--- src/rtl/core/bsesc_pkg.sv ---
// ----------------------------------------------------------------------------
// bsesc_pkg
// Shared types, constants and helpers for the backslash escape encoder.
// ----------------------------------------------------------------------------
package bsesc_pkg;

  localparam int CHAR_BITS = 8;

  // Command queue between the classifier and the expander
  localparam int CMDQ_DEPTH = 2;
  localparam int QPTR_W     = (CMDQ_DEPTH > 1) ? $clog2(CMDQ_DEPTH) : 1;
  localparam int QCNT_W     = $clog2(CMDQ_DEPTH + 1);

  // Longest expansion is a backslash, an x and eight hex digits
  localparam int MAX_RUN = 10;
  localparam int POS_W   = $clog2(MAX_RUN);

  localparam int CFG_IDX_W = 2;

  localparam logic [1:0] OP_CHAR  = 2'd0;
  localparam logic [1:0] OP_START = 2'd1;
  localparam logic [1:0] OP_END   = 2'd2;

  localparam logic [CFG_IDX_W-1:0] REG_DOUBLE_QUOTE = 2'd0;
  localparam logic [CFG_IDX_W-1:0] REG_ADD_QUOTES   = 2'd1;
  localparam logic [CFG_IDX_W-1:0] REG_ESCAPE_NP    = 2'd2;

  localparam logic [CHAR_BITS-1:0] CH_NUL    = CHAR_BITS'(0);
  localparam logic [CHAR_BITS-1:0] CH_BEL    = CHAR_BITS'(7);
  localparam logic [CHAR_BITS-1:0] CH_BS     = CHAR_BITS'(8);
  localparam logic [CHAR_BITS-1:0] CH_LF     = CHAR_BITS'(10);
  localparam logic [CHAR_BITS-1:0] CH_VT     = CHAR_BITS'(11);
  localparam logic [CHAR_BITS-1:0] CH_FF     = CHAR_BITS'(12);
  localparam logic [CHAR_BITS-1:0] CH_CR     = CHAR_BITS'(13);
  localparam logic [CHAR_BITS-1:0] CH_SPACE  = CHAR_BITS'(32);
  localparam logic [CHAR_BITS-1:0] CH_DQUOTE = CHAR_BITS'(34);
  localparam logic [CHAR_BITS-1:0] CH_SQUOTE = CHAR_BITS'(39);
  localparam logic [CHAR_BITS-1:0] CH_ZERO   = CHAR_BITS'(48);
  localparam logic [CHAR_BITS-1:0] CH_NINE   = CHAR_BITS'(57);
  localparam logic [CHAR_BITS-1:0] CH_UA     = CHAR_BITS'(65);
  localparam logic [CHAR_BITS-1:0] CH_UF     = CHAR_BITS'(70);
  localparam logic [CHAR_BITS-1:0] CH_BSLASH = CHAR_BITS'(92);
  localparam logic [CHAR_BITS-1:0] CH_LA     = CHAR_BITS'(97);
  localparam logic [CHAR_BITS-1:0] CH_LB     = CHAR_BITS'(98);
  localparam logic [CHAR_BITS-1:0] CH_LF_A   = CHAR_BITS'(102);
  localparam logic [CHAR_BITS-1:0] CH_LN     = CHAR_BITS'(110);
  localparam logic [CHAR_BITS-1:0] CH_LR     = CHAR_BITS'(114);
  localparam logic [CHAR_BITS-1:0] CH_LV     = CHAR_BITS'(118);
  localparam logic [CHAR_BITS-1:0] CH_LX     = CHAR_BITS'(120);
  localparam logic [CHAR_BITS-1:0] CH_TILDE  = CHAR_BITS'(126);

  typedef struct packed {
    logic [1:0]           op;
    logic [CHAR_BITS-1:0] in_char;
  } in_item_t;

  typedef struct packed {
    logic [CHAR_BITS-1:0] out_char;
    logic                 last_of_run;
  } out_item_t;

  typedef struct packed {
    logic double_quote_mode;
    logic add_quotes;
    logic escape_non_printable;
  } cfg_t;

  typedef enum logic [1:0] {
    CMD_LIT,   // one character as is
    CMD_PAIR,  // backslash and one character
    CMD_HEX    // backslash, x and ndig hex digits
  } cmd_kind_e;

  typedef struct packed {
    cmd_kind_e            kind;
    logic [CHAR_BITS-1:0] value;
    logic [3:0]           ndig;
  } cmd_t;

  function automatic logic [CHAR_BITS-1:0] hex_char(logic [3:0] n);
    logic [7:0] code;
    if (n < 4'd10) begin
      code = 8'd48 + 8'(n);
    end else begin
      code = 8'd87 + 8'(n);
    end
    return CHAR_BITS'(code);
  endfunction

endpackage

--- src/rtl/core/bsesc_front.sv ---
// ----------------------------------------------------------------------------
// bsesc_front
// Accepts input transactions, classifies each character and queues a command.
// ----------------------------------------------------------------------------
module bsesc_front
  import bsesc_pkg::*;
(
  input  logic     clk,
  input  logic     rst_n,
  input  cfg_t     cfg,
  input  logic     in_valid,
  output logic     in_stall,
  input  in_item_t in_data,
  input  logic     q_full,
  output logic     q_push,
  output cmd_t     q_cmd
);

  logic                 hex_flag_r;
  logic                 hex_flag_nxt;
  logic                 accept;
  logic                 has_cmd;
  logic [CHAR_BITS-1:0] c;
  logic [CHAR_BITS-1:0] esc;
  logic [31:0]          c32;
  logic                 non_printable;
  logic                 is_hex_digit;
  logic [3:0]           ndig;
  cmd_t                 cmd;

  function automatic logic [CHAR_BITS-1:0] simple_escape(logic [CHAR_BITS-1:0] ch,
                                                         logic dq);
    logic [CHAR_BITS-1:0] r;
    r = CH_NUL;
    if (ch == CH_BSLASH) r = CH_BSLASH;
    else if (ch == CH_DQUOTE && dq) r = CH_DQUOTE;
    else if (ch == CH_SQUOTE && !dq) r = CH_SQUOTE;
    else if (ch == CH_NUL) r = CH_ZERO;
    else if (ch == CH_LF) r = CH_LN;
    else if (ch == CH_CR) r = CH_LR;
    else if (ch == CH_BS) r = CH_LB;
    else if (ch == CH_FF) r = CH_LF_A;
    else if (ch == CH_BEL) r = CH_LA;
    else if (ch == CH_VT) r = CH_LV;
    return r;
  endfunction

  assign in_stall = q_full;
  assign accept   = in_valid && !q_full;

  always_comb begin
    c             = in_data.in_char;
    c32           = 32'(c);
    esc           = simple_escape(c, cfg.double_quote_mode);
    non_printable = cfg.escape_non_printable && (c < CH_SPACE || c > CH_TILDE);
    is_hex_digit  = (c >= CH_ZERO && c <= CH_NINE) || (c >= CH_LA && c <= CH_LF_A) ||
                    (c >= CH_UA && c <= CH_UF);
    // Wide codes pick a longer escape when the character width allows it
    if (CHAR_BITS > 16 && c32[31:16] != 16'd0) begin
      ndig = 4'd8;
    end else if (CHAR_BITS > 8 && c32[31:8] != 24'd0) begin
      ndig = 4'd4;
    end else begin
      ndig = 4'd2;
    end

    cmd          = '{kind: CMD_LIT, value: c, ndig: 4'd2};
    has_cmd      = 1'b0;
    hex_flag_nxt = hex_flag_r;

    unique case (in_data.op) inside
      OP_START, OP_END: begin
        hex_flag_nxt = 1'b0;
        has_cmd      = cfg.add_quotes;
        cmd.value    = cfg.double_quote_mode ? CH_DQUOTE : CH_SQUOTE;
      end
      OP_CHAR: begin
        has_cmd = 1'b1;
        if (esc != CH_NUL) begin
          cmd.kind     = CMD_PAIR;
          cmd.value    = esc;
          hex_flag_nxt = 1'b0;
        end else if (non_printable) begin
          cmd.kind     = CMD_HEX;
          cmd.ndig     = ndig;
          hex_flag_nxt = 1'b1;
        end else if (hex_flag_r && is_hex_digit) begin
          // keep the digit from merging with the escape before it
          cmd.kind = CMD_HEX;
        end else begin
          hex_flag_nxt = 1'b0;
        end
      end
      default: begin
        has_cmd = 1'b0;
      end
    endcase
  end

  assign q_push = accept && has_cmd;
  assign q_cmd  = cmd;

  always_ff @(posedge clk) begin
    if (!rst_n) begin
      hex_flag_r <= 1'b0;
    end else if (accept) begin
      hex_flag_r <= hex_flag_nxt;
    end
  end

endmodule

--- src/rtl/core/bsesc_cmdq.sv ---
// ----------------------------------------------------------------------------
// bsesc_cmdq
// Short command queue that decouples the classifier from the expander.
// ----------------------------------------------------------------------------
module bsesc_cmdq
  import bsesc_pkg::*;
(
  input  logic clk,
  input  logic rst_n,
  input  logic push,
  input  cmd_t push_cmd,
  output logic full,
  input  logic pop,
  output logic head_valid,
  output cmd_t head
);

  cmd_t              entries_r [CMDQ_DEPTH];
  logic [QPTR_W-1:0] wr_ptr_r;
  logic [QPTR_W-1:0] wr_ptr_nxt;
  logic [QPTR_W-1:0] rd_ptr_r;
  logic [QPTR_W-1:0] rd_ptr_nxt;
  logic [QCNT_W-1:0] count_r;
  logic [QCNT_W-1:0] count_nxt;

  assign full       = (count_r == QCNT_W'(CMDQ_DEPTH));
  assign head_valid = (count_r != '0);
  assign head       = entries_r[rd_ptr_r];

  always_comb begin
    wr_ptr_nxt = wr_ptr_r;
    rd_ptr_nxt = rd_ptr_r;
    count_nxt  = count_r;
    if (push) begin
      wr_ptr_nxt = (wr_ptr_r == QPTR_W'(CMDQ_DEPTH - 1)) ? '0 : wr_ptr_r + 1'b1;
    end
    if (pop) begin
      rd_ptr_nxt = (rd_ptr_r == QPTR_W'(CMDQ_DEPTH - 1)) ? '0 : rd_ptr_r + 1'b1;
    end
    if (push && !pop) begin
      count_nxt = count_r + 1'b1;
    end else if (pop && !push) begin
      count_nxt = count_r - 1'b1;
    end
  end

  always_ff @(posedge clk) begin
    if (!rst_n) begin
      wr_ptr_r <= '0;
      rd_ptr_r <= '0;
      count_r  <= '0;
    end else begin
      wr_ptr_r <= wr_ptr_nxt;
      rd_ptr_r <= rd_ptr_nxt;
      count_r  <= count_nxt;
    end
  end

  always_ff @(posedge clk) begin
    if (push) begin
      entries_r[wr_ptr_r] <= push_cmd;
    end
  end

endmodule

--- src/rtl/core/bsesc_back.sv ---
// ----------------------------------------------------------------------------
// bsesc_back
// Expands the head command into output characters, one per cycle unless the output stalls.
// ----------------------------------------------------------------------------
module bsesc_back
  import bsesc_pkg::*;
(
  input  logic      clk,
  input  logic      rst_n,
  input  logic      head_valid,
  input  cmd_t      head,
  output logic      pop,
  output logic      out_valid,
  input  logic      out_stall,
  output out_item_t out_data
);

  logic [POS_W-1:0]     pos_r;
  logic [POS_W-1:0]     pos_nxt;
  logic                 out_valid_r;
  logic                 out_valid_nxt;
  out_item_t            out_data_r;
  logic [POS_W-1:0]     run_len;
  logic [CHAR_BITS-1:0] ch;
  logic                 is_last;
  logic                 load;
  logic [3:0]           dig_sel;
  logic [31:0]          val32;

  always_comb begin
    val32   = 32'(head.value);
    // digits go out most significant first
    dig_sel = head.ndig + 4'd1 - 4'(pos_r);
    run_len = POS_W'(1);
    ch      = head.value;
    unique case (head.kind)
      CMD_LIT: begin
        run_len = POS_W'(1);
        ch      = head.value;
      end
      CMD_PAIR: begin
        run_len = POS_W'(2);
        ch      = (pos_r == '0) ? CH_BSLASH : head.value;
      end
      CMD_HEX: begin
        run_len = POS_W'(head.ndig) + POS_W'(2);
        if (pos_r == '0) begin
          ch = CH_BSLASH;
        end else if (pos_r == POS_W'(1)) begin
          ch = CH_LX;
        end else begin
          ch = hex_char(val32[dig_sel[2:0]*4 +: 4]);
        end
      end
      default: begin
        run_len = POS_W'(1);
        ch      = head.value;
      end
    endcase
    is_last = (pos_r == run_len - POS_W'(1));
  end

  assign load = head_valid && (!out_valid_r || !out_stall);
  assign pop  = load && is_last;

  always_comb begin
    pos_nxt = pos_r;
    if (load) begin
      pos_nxt = is_last ? '0 : pos_r + 1'b1;
    end
    if (load) begin
      out_valid_nxt = 1'b1;
    end else begin
      out_valid_nxt = out_valid_r && out_stall;
    end
  end

  always_ff @(posedge clk) begin
    if (!rst_n) begin
      pos_r       <= '0;
      out_valid_r <= 1'b0;
    end else begin
      pos_r       <= pos_nxt;
      out_valid_r <= out_valid_nxt;
    end
  end

  // hold the payload while the receiver stalls
  always_ff @(posedge clk) begin
    if (load) begin
      out_data_r <= '{out_char: ch, last_of_run: is_last};
    end
  end

  assign out_valid = out_valid_r;
  assign out_data  = out_data_r;

endmodule

--- src/rtl/core/backslash_escape_encoder.sv ---
// ----------------------------------------------------------------------------
// backslash_escape_encoder
// Streams a string and emits its backslash-escaped form.
// ----------------------------------------------------------------------------
// Input channel (in_valid/in_stall/in_data): one transaction per character,
// string start or string end. Output channel (out_valid/out_stall/out_data):
// one transaction per emitted character, last_of_run marks the final one of
// the run caused by an input transaction.
// Configuration: cfg_we writes bit 0 of cfg_wdata into the register chosen
// by cfg_index (quote mode, add quotes, escape non-printable); write only
// while the block is idle.
// Path: with an empty queue the first output character of an item is written
// into a queue entry when the item is accepted and then into the output
// register, where it becomes valid.
// Throughput: the expander gives one output character per cycle unless the
// output stalls; a plain character yields one, a simple escape two and a
// hex escape 4, 6 or 10. The two-entry command queue lets the classifier
// keep accepting while a run expands; in_stall rises once the queue is full.
// Reset: clears the queue, the output valid and the hex-escape flag, and
// loads the configuration defaults (double quotes, no quotes, no hex).
// Output stall: the output register holds its transaction; the expander
// and then the queue back up until input is stalled.
// ----------------------------------------------------------------------------
module backslash_escape_encoder
  import bsesc_pkg::*;
(
  input  logic                 clk,
  input  logic                 rst_n,
  input  logic                 in_valid,
  output logic                 in_stall,
  input  in_item_t             in_data,
  output logic                 out_valid,
  input  logic                 out_stall,
  output out_item_t            out_data,
  input  logic                 cfg_we,
  input  logic [CFG_IDX_W-1:0] cfg_index,
  input  logic                 cfg_wdata
);

  cfg_t cfg_r;
  logic q_full;
  logic q_push;
  cmd_t q_cmd;
  logic q_pop;
  logic q_head_valid;
  cmd_t q_head;

  always_ff @(posedge clk) begin
    if (!rst_n) begin
      cfg_r <= '{double_quote_mode: 1'b1, add_quotes: 1'b0, escape_non_printable: 1'b0};
    end else if (cfg_we) begin
      unique case (cfg_index)
        REG_DOUBLE_QUOTE: cfg_r.double_quote_mode    <= cfg_wdata;
        REG_ADD_QUOTES:   cfg_r.add_quotes           <= cfg_wdata;
        REG_ESCAPE_NP:    cfg_r.escape_non_printable <= cfg_wdata;
        default:          cfg_r                      <= cfg_r;
      endcase
    end
  end

  bsesc_front u_front (
    .clk      (clk),
    .rst_n    (rst_n),
    .cfg      (cfg_r),
    .in_valid (in_valid),
    .in_stall (in_stall),
    .in_data  (in_data),
    .q_full   (q_full),
    .q_push   (q_push),
    .q_cmd    (q_cmd)
  );

  bsesc_cmdq u_cmdq (
    .clk        (clk),
    .rst_n      (rst_n),
    .push       (q_push),
    .push_cmd   (q_cmd),
    .full       (q_full),
    .pop        (q_pop),
    .head_valid (q_head_valid),
    .head       (q_head)
  );

  bsesc_back u_back (
    .clk        (clk),
    .rst_n      (rst_n),
    .head_valid (q_head_valid),
    .head       (q_head),
    .pop        (q_pop),
    .out_valid  (out_valid),
    .out_stall  (out_stall),
    .out_data   (out_data)
  );

endmodule

--- config.mk ---
export PLATFORM = sky130hd
export DESIGN_NAME = backslash_escape_encoder
export DESIGN_NICKNAME = d
export VERILOG_FILES = /design/src/rtl/core/bsesc_pkg.sv /design/src/rtl/core/bsesc_front.sv /design/src/rtl/core/bsesc_cmdq.sv /design/src/rtl/core/bsesc_back.sv /design/src/rtl/core/backslash_escape_encoder.sv
export SDC_FILE = /design/constraint.sdc
export NUM_CORES = 1
export LEC_CHECK = 0
export ABC_AREA = 1
export BUFFER_PORTS_ARGS = -buffer_cell sky130_fd_sc_hd__buf_2
export CORE_UTILIZATION = 52
export DETAILED_ROUTE_END_ITERATION = 8
export PLACE_DENSITY = 0.75
export SETUP_SLACK_MARGIN = 0.3
export SYNTH_ARGS = -nofsm -noshare
export SYNTH_HDL_FRONTEND = slang
export SYNTH_HIERARCHICAL = 1
export SYNTH_SLANG_ARGS = --single-unit
export TNS_END_PERCENT = 30
--- constraint.sdc ---
create_clock -name clk -period 3.95 [get_ports clk]
set_input_delay 0 -clock clk [delete_from_list [all_inputs] [get_ports clk]]
set_output_delay 0 -clock clk [all_outputs]
set_load 0.1 [all_outputs]
=== After elaboration in Yosys (flattened, before gate mapping) ===
Memories as Yosys holds them, arrays and structs flattened. A register that Yosys moved wholly into a read port is not among the register bits.
Index checks and enable logic that the tools add are counted.

* Bits in registers: 22
* Memory bits (writable): 20
* Input bits: 18
* Output and inout bits: 11
* Logic and storage cells: 127
* Memories: 1

{| class="wikitable"
|+ Memories
! name !! depth !! bits a word !! read ports !! clocked after Yosys merged registers in !! write ports !! RTL line !! RTL
|-
| u_cmdq.entries_r || 2 || 10 || 1 || 1 || 1 || bsesc_cmdq.sv:18 || <nowiki>cmd_t entries_r [CMDQ_DEPTH];</nowiki>
|}

* $add $sub $neg: 11
* Order comparisons: 9
* Equal/unequal tests: 19
* Shift-type cells: 1
* Muxes and demuxes: 38
* Reduce and logical (&&, ||, !) cells: 37

{| class="wikitable"
|+ Operator list
! cell !! number
|-
| $mux W8 || 14
|-
| $eq A8 B4 Y1 const B || 5
|-
| $pmux W8 S2 || 2
|-
| $shiftx A32 B6 Y4 || 1
|-
| $eq A8 B6 Y1 const B || 2
|-
| $ge A8 B7 Y1 const B || 2
|-
| $le A8 B7 Y1 const B || 2
|-
| $logic_and A1 B1 Y1 || 14
|-
| $mux W2 || 6
|-
| $mux W1 || 10
|-
| $add A7 B4 Y8 const A || 1
|-
| $eq A2 B2 Y1 const B || 4
|-
| $eq A8 B3 Y1 const B || 1
|-
| $eq A8 B7 Y1 const B || 1
|-
| $ge A8 B6 Y1 const B || 1
|-
| $gt A8 B7 Y1 const B || 1
|-
| $le A8 B6 Y1 const B || 1
|-
| $logic_not A8 Y1 || 1
|-
| $lt A8 B6 Y1 const B || 1
|-
| $pmux W4 S2 || 1
|-
| $reduce_bool A8 Y1 || 1
|-
| $add A6 B4 Y7 const A || 1
|-
| $mux W7 || 1
|-
| $eq A2 B1 Y1 const B || 3
|-
| other kinds (23) || 38
|}

=== Longest topological paths before layout ===
* Depth after elaboration: 14
* Mapped depth: 24
* Mapped depth without buffers: 23

=== Modules after synthesis ===
Netlist, hierarchy kept.

{| class="wikitable"
|+ By module, submodules not included
! module !! times used !! cells an instance !! area each (um^2) !! seq. area each (um^2)
|-
| bsesc_back || 1 || 174 || 1246.2 || 370.4
|-
| bsesc_cmdq || 1 || 78 || 1237.4 || 940.9
|-
| bsesc_front || 1 || 157 || 775.7 || 20.0
|-
| backslash_escape_encoder || 1 || 21 || 135.1 || 60.1
|}

=== Worst setup path before layout ===
Ideal clock, no wire load.

* Kind: flip-flop to flip-flop
* Start point: register (tool-made name)
* End point: register u_cmdq.count_r[1]
* Setup time: 64 ps
* Arrival time: 3009 ps
* Required time: 3886 ps
* Slack: 877 ps
* Cell stages (with the launch flop): 22
* Buffers on the path: 1
* Clock period less this slack: 3073 ps
* Cells stage by stage: dfxtp_1 -> buf_6 -> mux2_2 -> inv_1 -> ha_1 -> inv_1 -> nand2_2 -> o21ai_1 -> inv_1 -> ha_1 -> xor2_1 -> nand3_1 -> nor2_2 -> nand4_2 -> inv_1 -> inv_1 -> ha_1 -> inv_1 -> nand3_1 -> nand2_1 -> inv_1 -> nor2_1

{| class="wikitable"
|+ RTL lines
! element !! RTL line !! RTL
|-
| end signal, assigned || bsesc_cmdq.sv:55 || <nowiki>count_r <= count_nxt;</nowiki>
|-
| end, declared || bsesc_cmdq.sv:23 || <nowiki>logic [QCNT_W-1:0] count_r;</nowiki>
|}

==> impl_summary.log <==
INFO  metric run_status = finished clean
INFO  metric filler_cells = 610
INFO  metric die_width = 82.8 um
INFO  metric hpwlAfterDp = 5000 um
INFO  metric arrival = 3.53 ns
INFO  metric vias = 2726
INFO  metric remaining_drc_errors = 0
INFO  metric grt_antenna_before_repair = 0
INFO  metric insertion_delay = 0.30 ns
INFO  metric setup_repair_after_global_routing_missed_its_margin = false
INFO  metric io_pins = 29
INFO  metric grt_start_max_net_pins = 16
INFO  metric worst_path_dominant_cell_family = adder cells
INFO  metric global_route.usage.total = 20.1%
INFO  metric clk_pin_slew_worst_paths = 0.09 ns
INFO  metric cts_inserted_buffers = 5
INFO  metric route.detailed.wl_per_inst = 11.6 um
INFO  metric die_area = 0.00686 mm2
INFO  metric final_weighted_congestion_in_routability_driven_placement = 0.890
INFO  metric place_area = 0.00358 mm2
INFO  metric switching_power = 0.985 mW
INFO  metric critical-path-slowest-cell = dfxtp_2
INFO  metric yosys.area_share.adder = 4.79%
INFO  metric leakage = 1.80 nW
INFO  metric met3RoutedLength = 264 um
INFO  metric maxUsedRoutingLayer = met4
INFO  metric maxClockFrequency = 0.305 GHz
INFO  metric timing.critical_path.to_type = flop
INFO  metric clock_tree_from_tritoncts = done
INFO  metric placed_cells_incl_taps = 529
INFO  metric routedLengthMet1 = 2770 um
INFO  metric nNetsFinal = 494
INFO  metric dieHeight = 82.8 um
INFO  metric post_synth_inst_count = 430
INFO  metric crit_end = u_cmdq/count_r[1]
INFO  metric dominant_combinational_cell_family_by_area_after_synthesis = simple AND/OR/NAND/NOR gates
INFO  metric io_buffer_count = 28
INFO  metric report.final.setup_viol = 0
INFO  metric kind_of_launch_point_of_the_worst_setup_path = flop
INFO  metric critical_path_peak_fanout = 9
INFO  metric clock-skew-final = 0.0128 ns
INFO  metric mappedNetlistArea = 0.00339 mm2
INFO  metric finalNonFillerCells = 541
INFO  metric mux_contribution_to_synthesized_area = 4.64%
INFO  metric power-per-cell-area = 559 mW/mm2
INFO  metric first_global_vias = 2469
INFO  metric hold_class = in2reg
INFO  metric timing.max_slew.rel_slack = 63.6%
INFO  metric fin_hold_ws = 0.0167 ns
INFO  metric cpPeakStageDelay = 0.45 ns
INFO  metric synthDistinctLibCells = 35
INFO  metric reg2regPathDepth = 21
INFO  metric hold_depth = 4
INFO  metric timing.final.crit_share = 83.1%
INFO  metric comb_power_share = 51.7%
INFO  metric initial_core_util = 53.8%
INFO  metric critical_path_buf_inv_count = 7
INFO  metric ys_ff_latch = 51
INFO  metric syn_area_per_cell = 7.89 um2
INFO  metric crit_type = reg2reg
INFO  metric drt-vias-per-instance = 5.04
INFO  metric most_numerous_cell_on_the_critical_path = inv_1
INFO  metric synth_sequential_area_ratio = 41.0%
INFO  metric maxCapViolations = 0
INFO  metric crit_path_cell_trace = mux2_2 -> ha_1 -> inv_1 -> nand2_2 -> o21ai_1 -> inv_1 -> ha_1 -> xnor2_2 -> inv_1 -> nand2_1 -> nand3_1 -> nor2_2 -> nand4_2 -> inv_1 -> inv_1 -> ha_1 -> inv_1 -> nand3_1 -> nand2_1 -> inv_1 -> nor2_1
INFO  metric data_required_time_at_the_worst_endpoint = 4.20 ns
INFO  metric regToRegSetupSlack = 0.67 ns
INFO  metric transition_at_the_pin_with_the_smallest_max_transition_slack = 0.545 ns
INFO  metric globalRoute.totalOverflow = 0
INFO  metric synth_xor_area_share = 2.03%
INFO  metric clkSinkCount = 51
INFO  metric tns = 0 ns
INFO  metric core_region_area = 0.00631 mm2
INFO  metric met2WireLength = 3130 um
INFO  metric drv_slew = 0
INFO  metric route.final.wire_length = 6250 um
INFO  metric row_count = 29
INFO  metric worst_r2r_end = u_cmdq/count_r[1]
INFO  metric htree_num_levels = 2
INFO  metric finalWorstPathRequiredPeriod = 3.28 ns
INFO  metric power.share.clock = 13.9%
INFO  metric synthesis.yosys.warnings = 6
INFO  metric final-hold-violation-count = 0
INFO  metric grt_pass1_wl = 10400 um
INFO  metric ir_worst_vdd = 0.000489 V
INFO  metric drtIter0Drc = 76
INFO  metric final_cell_area = 0.00371 mm2
INFO  metric drt-pass1-iter-count = 4
INFO  metric synthSimpleGateAreaFrac = 32.3%
INFO  metric fraction_of_the_mapped_netlist_area_in_compound_gates = 4.50%
INFO  metric sw_frac_of_total = 47.5%
INFO  metric seq_power_share = 34.4%
INFO  metric cell_count_along_the_critical_path = 21
INFO  metric max-clock-path-buffers = 2
INFO  metric drive_gt1_share = 19.2%
INFO  metric ant_nets = 0
INFO  metric root_buffer = clkbuf_8
INFO  metric synthToLayoutAreaGrowth = 9.18%
INFO  metric internal-power = 1.09 mW
INFO  metric antennaDiodeCount = 0
## logic make-up (layout without fill, tap and decap cells)
group | after synthesis | after routing
multiplexers | 14 | 14
AO/OA/AOI/OAI | 26 | 26
other | 2 | 4
AND/OR/NAND/NOR | 233 | 233
buffers and inverters | 84 | 116
XOR/XNOR | 7 | 7
flip-flops | 51 | 51
adder cells (fa/ha/maj) | 13 | 13
## cell type report
class	instances	area, um2	area share (%)
clock buffer	6	72.6	1.96
inverter	74	283	7.63
timing repair buffer	34	195	5.27
multi-input combinational	297	1650	44.6
tap	77	96.3	2.60
sequential	51	1390	37.6
clock inverter	2	12.5	0.338
## repair_timing
item                       4_1_cts  5_1_grt
gates resized for setup          0        1
hold endpoints to repair         4        0
hold buffers                     4        0
setup endpoints to repair        0        1
buffers inserted                 0        0
## per-layer routing
| layer | vias to the layer above | GRT usage [%] |
|---|---|---|
| met5 | - | 0 |
| met2 | 72 | 35.9 |
| met3 | 9 | 3.93 |
| met1 | 1213 | 23.7 |
| met4 | 0 | 7.24 |
| li1 | 1432 | - |
## state kept, by name (all words and copies together), names as in the netlist, named ones only
register	cells
u_cmdq/entries_r	28
u_back/out_data	9
u_back/pos_r	4
cfg_r	3
u_cmdq/count_r	2
u_back/out_valid	1
u_cmdq/rd_ptr_r	1
u_cmdq/wr_ptr_r	1
u_front/hex_flag_r	1
## cells in the mapped netlist (all sizes together)
library cell / instances / area (um2)
nor3: 3 / 15.0
xnor2: 2 / 25.0
nand4: 18 / 140
mux2: 14 / 158
o211ai: 1 / 7.51
ha: 13 / 163
a21oi: 6 / 33.8
clkbuf: 1 / 3.75
nand3: 32 / 175
nor2: 61 / 278
xor2: 5 / 43.8
edfxtp: 37 / 1110
conb: 2 / 7.51
nand2: 119 / 489
inv: 74 / 283
a21boi: 2 / 15.0
dfxtp: 14 / 280
buf: 9 / 70.1
o21ai: 17 / 96.3
## placed cells by master, fill, tap and decap left out, types with 2 or more instances in the layout
cell           instances
nand2_1              108
inv_1                 65
nor2_1                53
edfxtp_1              37
nand3_1               29
buf_2                 28
nand4_1               15
mux2_2                14
dfxtp_1               13
ha_1                  13
o21ai_0                9
nand2_2                8
inv_2                  8
o21ai_1                7
clkbuf_8               5
xor2_1                 5
a21oi_1                5
dlygate4sd3_1          4
nor2_2                 4
conb_1                 4
nand2_4                3
nand3_2                3
nor3_1                 3
nor2_4                 3
nand4_2                2
a21boi_0               2
buf_4                  2
## power groups by stage
stage | combinational, mW | sequential (mW) | clock (mW)
2_1_floorplan | 0.633 | 0.981 | 0
3_3_place_gp | 1.04 | 0.721 | 0
3_5_place_dp | 1.06 | 0.725 | 0
4_1_cts | 1.07 | 0.713 | 0.296
5_1_grt | 1.18 | 0.724 | 0.317
6_report | 1.07 | 0.712 | 0.288
## worst min path at each step
stage / start / to / slack (ns)
2_1_floorplan: rst_n / cfg_r[2] / 0.08
3_3_place_gp: cfg_wdata / cfg_r[1] / 0.26
3_5_place_dp: cfg_wdata / cfg_r[1] / 0.27
4_1_cts: cfg_index[0] / cfg_r[2] / 0.005
5_1_grt: cfg_index[0] / cfg_r[2] / 0.03
6_report: cfg_index[0] / cfg_r[2] / 0.02
## tightest hold or removal path, cell delays in order
cell and delay, ns:
buf_2 0.09, inv_1 0.06, nand4_1 0.07, nand3_1 0.06
## through the flow
step,total power [mW],worst slack (ns),util (%)
6_report,2.07,0.667,58.7
2_1_floorplan,1.61,0.877,-
4_1_cts,2.08,0.542,58.7
3_5_place_dp,1.79,0.574,56.7
3_3_place_gp,1.77,0.747,56.7
5_1_grt,2.22,0.412,58.7
No activity file was read; power rests on OpenSTA's default activity.
